### src/hw/rtl/njoin_pkg.sv
// Package for the nested-loop equi-join block: beat types, opcodes, register
// indexes and the controller state type. Depends on nothing.
`default_nettype none

package njoin_pkg;

    localparam int IN_COLS   = 4;
    localparam int JOIN_COLS = 8;

    typedef logic [63:0] word_t;

    typedef logic [1:0] opcode_t;
    localparam opcode_t OP_LOAD  = 2'd0;
    localparam opcode_t OP_PROBE = 2'd1;
    localparam opcode_t OP_CLEAR = 2'd2;

    typedef logic [7:0] cfg_index_t;
    typedef logic [7:0] cfg_data_t;
    localparam cfg_index_t CFG_PROBE_KEY   = 8'd0;
    localparam cfg_index_t CFG_BUILD_KEY   = 8'd1;
    localparam cfg_index_t CFG_PROBE_COUNT = 8'd2;
    localparam cfg_index_t CFG_BUILD_COUNT = 8'd3;

    typedef struct packed {
        opcode_t opcode;
        word_t   in_col0;
        word_t   in_col1;
        word_t   in_col2;
        word_t   in_col3;
    } item_t;

    typedef struct packed {
        word_t out_col0;
        word_t out_col1;
        word_t out_col2;
        word_t out_col3;
        word_t out_col4;
        word_t out_col5;
        word_t out_col6;
        word_t out_col7;
        logic  last_match;
        logic  capacity_full;
    } result_t;

    typedef struct packed {
        logic load;
        logic rotate;
    } cell_ctl_t;

    typedef enum logic [1:0] {
        ST_IDLE,
        ST_WALK,
        ST_FLUSH
    } state_t;

endpackage

`default_nettype wire

### src/hw/rtl/njoin_cell.sv
// One slot of the build-row ring: holds one stored row, takes a new row when
// its slot is loaded and the neighbor's row when the ring turns. Uses njoin_pkg.
`default_nettype none

module njoin_cell #(
    parameter int COLS  = 4,
    parameter int IDX   = 0,
    parameter int SLOT_W = 6
) (
    input  wire                       clk,
    input  wire njoin_pkg::cell_ctl_t ctl,
    input  wire [SLOT_W-1:0]          slot,
    input  wire njoin_pkg::word_t     load_row [COLS],
    input  wire njoin_pkg::word_t     next_row [COLS],
    output njoin_pkg::word_t          row      [COLS]
);

    njoin_pkg::word_t row_reg  [COLS];
    njoin_pkg::word_t row_next [COLS];

    always_comb
    begin
        for (int c = 0; c < COLS; c++)
        begin
            row_next[c] = row_reg[c];
            if (ctl.load && (slot == SLOT_W'(IDX)))
            begin
                row_next[c] = load_row[c];
            end
            else if (ctl.rotate)
            begin
                row_next[c] = next_row[c];
            end
        end
    end

    always_ff @(posedge clk)
    begin
        for (int c = 0; c < COLS; c++)
        begin
            row_reg[c] <= row_next[c];
        end
    end

    assign row = row_reg;

endmodule

`default_nettype wire

### config.mk
export PLATFORM = sky130hd
export DESIGN_NAME = njoin_cell
export DESIGN_NICKNAME = d
export VERILOG_FILES = /design/src/hw/rtl/njoin_pkg.sv /design/src/hw/rtl/njoin_cell.sv
export SDC_FILE = /design/constraint.sdc
export NUM_CORES = 1
export LEC_CHECK = 0
export ABC_CLOCK_PERIOD_IN_PS = 11370
export BUFFER_PORTS_ARGS = -buffer_cell sky130_fd_sc_hd__buf_4
export CORE_AREA = 2 2 307 309
export DETAILED_ROUTE_END_ITERATION = 8
export DIE_AREA = 0 0 309 311
export PLACE_DENSITY = 0.39
export SYNTH_ARGS = -nofsm -noshare
export SYNTH_HDL_FRONTEND = slang
export SYNTH_SLANG_ARGS = --single-unit
### constraint.sdc
create_clock -name clk -period 11.37 [get_ports clk]
set_input_delay 1.137 -clock clk [delete_from_list [all_inputs] [get_ports clk]]
set_output_delay 1.137 -clock clk [all_outputs]
set_load 0.05 [all_outputs]
==> metrics.yaml <==
run_status:
  status: "completed"
clock_network:
  tritoncts: "built"
  cts_setup_buffers: 0
  clk_pin_slew_ns: 0.06
  htreeDepth: 2
  cts-resized-gates: 0
  clockRootBuffer: "clkbuf_16"
  cts.sinks: 256
  cts_buffers: 35
  cts_buffer_depth: 3
  cts_hold_buf: 0
route:
  ant_nets: 0
  wl_per_cell_um: 17.6
  num_vias: 8092
  routed_wl_mm: 45.9
  drt-initial-drc-count: 342
  firstDrtPassIters: 4
  via_per_inst: 3.10
  route.detailed.drc: 0
synthesis:
  synth.net_count: 1065
  synthesis.area_um2: 10900
  ys_seq_elements: 256
  yosysUniqueCellTypes: 10
  syn_inst: 544
  avgSynthCellArea_um2: 20.0
  yosysWarnings: 0
  yosysSeqAreaShare: 0.707
place:
  place.gp.congestion: 0.824
  dp_hpwl_mm: 36.0
  port_buffers: 776
  placedCellCount: 2552
finish:
  syn_to_final_growth_pct: 75.9
  ff_latch_area_um2: 7690
  layout-drive-gt1-share: 0.797
  fill_cells: 10100
  antennaDiodeCount: 0
  largest_reg_flops: 256
  final_nets: 1856
  finalNonFillerCells: 2611
  multi_input_area_um2: 2920
floorplanning:
  core_um2: 92800
  initial_core_util: 0.117
  die_y_um: 311
  pin_count: 777
  fp.dieW_um: 309
  rows: 112
  fp.dieArea_um2: 96100
sta:
  worst_slew_pin_slew_ns: 1.01
  fmax_mhz: 259
  final_hold_viol_count: 0
  setup_violations: 0
  relSlewSlack: 0.324
  slew_violations: 0
  fin_setup_tns_ns: 0
  fin_crit_ns: 3.86
  fin_crit_sh: 0.339
  rsz0062_at_grt: "false"
  whs_ns: 0.883
power:
  p_int_w: 0.00200
  peakVddDrop_v: 0.0000789
  leakage_nw: 7.89
  power.share.clock: 0.375
  power_w: 0.00284
  switching_share: 0.295
  p_sw_w: 0.000840
  p_per_area_nw_per_um2: 149
  combPwrFrac: 0.219
  p_seq_frac: 0.406
worst_setup_path:
  startpoint_type: "primary input"
  critPathBufInv: 4
  crit_path_end_kind: "flop"
  path_class: "in -> reg"
  worstPathCellList: "buf_4, nor4_1, nand3_4, buf_4, buf_4, buf_4, mux2_2"
  path_common_cell: "buf_4"
  cp_slowest_stage_delay_ns: 0.80
  cpMaxStageDelayCell: "buf_4"
  worstPathArrival_ns: 4.16
  cpLargestDelayFamily: "buffers and inverters"
  crit_required_ns: 11.67
  crit_fanout: 68
global_routing:
  grt_pass1_vias: 8726
  grtUsageTotal: 0.0904
  antenna_found_initial: 4
  grt_first_pass_wirelength_mm: 62.0
  grt_max_degree: 140
  grt_overflow: 0
hold_path:
  hp-class: "in -> reg"
flow_run:
  drv_cap: 0
## final timing paths
check	start	endpoint	slack, ns	depth (start not counted)
min	next_row[156]	row[156]	0.88	2
max	slot[1]	row[163]	7.51	7
## layout make-up
type                    instances  area share
flip-flops and latches        256       0.402
repair buffers                782       0.308
multi-input cells             260       0.153
well taps                    1254      0.0820
clock buffers                  45      0.0500
clock inverters                14     0.00576
## cells by family after synthesis
family                 Yosys count  share of synthesized area
buffers and inverters           28                     0.0263
flip-flops                     256                      0.707
multiplexers                   256                      0.265
AND/OR/NAND/NOR                  4                    0.00196
## through the flow
| step | instance area, µm² | setup slack [ns] | utilization |
|---|---|---|---|
| 3_3_place_gp | 18100 | 6.93 | 0.195 |
| 5_1_grt | 19100 | 7.33 | 0.206 |
| 3_5_place_dp | 18100 | 6.85 | 0.195 |
| 4_1_cts | 19100 | 7.49 | 0.206 |
| 6_report | 19100 | 7.51 | 0.206 |
| 2_1_floorplan | 10900 | 2.98 | - |
## per-layer routing
layer,up-vias,part of all wire,global-route usage
met5,-,0,0
met4,0,0.025,0.0299
met3,59,0.095,0.0357
met2,408,0.53,0.164
met1,3889,0.35,0.0936
li1,3736,-,-
## power by group through the flow
stage | logic (W) | registers [W] | clock network (W)
3_3_place_gp | 0.000632 | 0.00117 | 0
2_1_floorplan | 0.0000594 | 0.00146 | 0
5_1_grt | 0.000650 | 0.00116 | 0.00115
4_1_cts | 0.000633 | 0.00116 | 0.00112
3_5_place_dp | 0.000632 | 0.00117 | 0
6_report | 0.000624 | 0.00115 | 0.00107
## Yosys cell counts
cell type  count  share of area
buf_1          2        0.00069
nand2b_1       1        0.00058
buf_2          1        0.00046
edfxtp_1     256           0.71
nor2_1         1        0.00034
buf_6         23          0.024
nand3_1        1        0.00046
nor4_1         1        0.00058
mux2_2       256           0.27
buf_4          2         0.0014
## placed cells by master, fill, tap and decap left out, drive strengths merged
| master | synthesis | final |
|---|---|---|
| clkbuf | 0 | 45 |
| edfxtp | 256 | 256 |
| mux2 | 256 | 256 |
| clkinvlp | 0 | 1 |
| buf | 28 | 782 |
| nor4 | 1 | 1 |
| nand3 | 1 | 1 |
| nor2 | 1 | 1 |
| clkinv | 0 | 11 |
| nand2b | 1 | 1 |
| bufinv | 0 | 2 |
No activity file was read; power rests on OpenSTA's default activity.
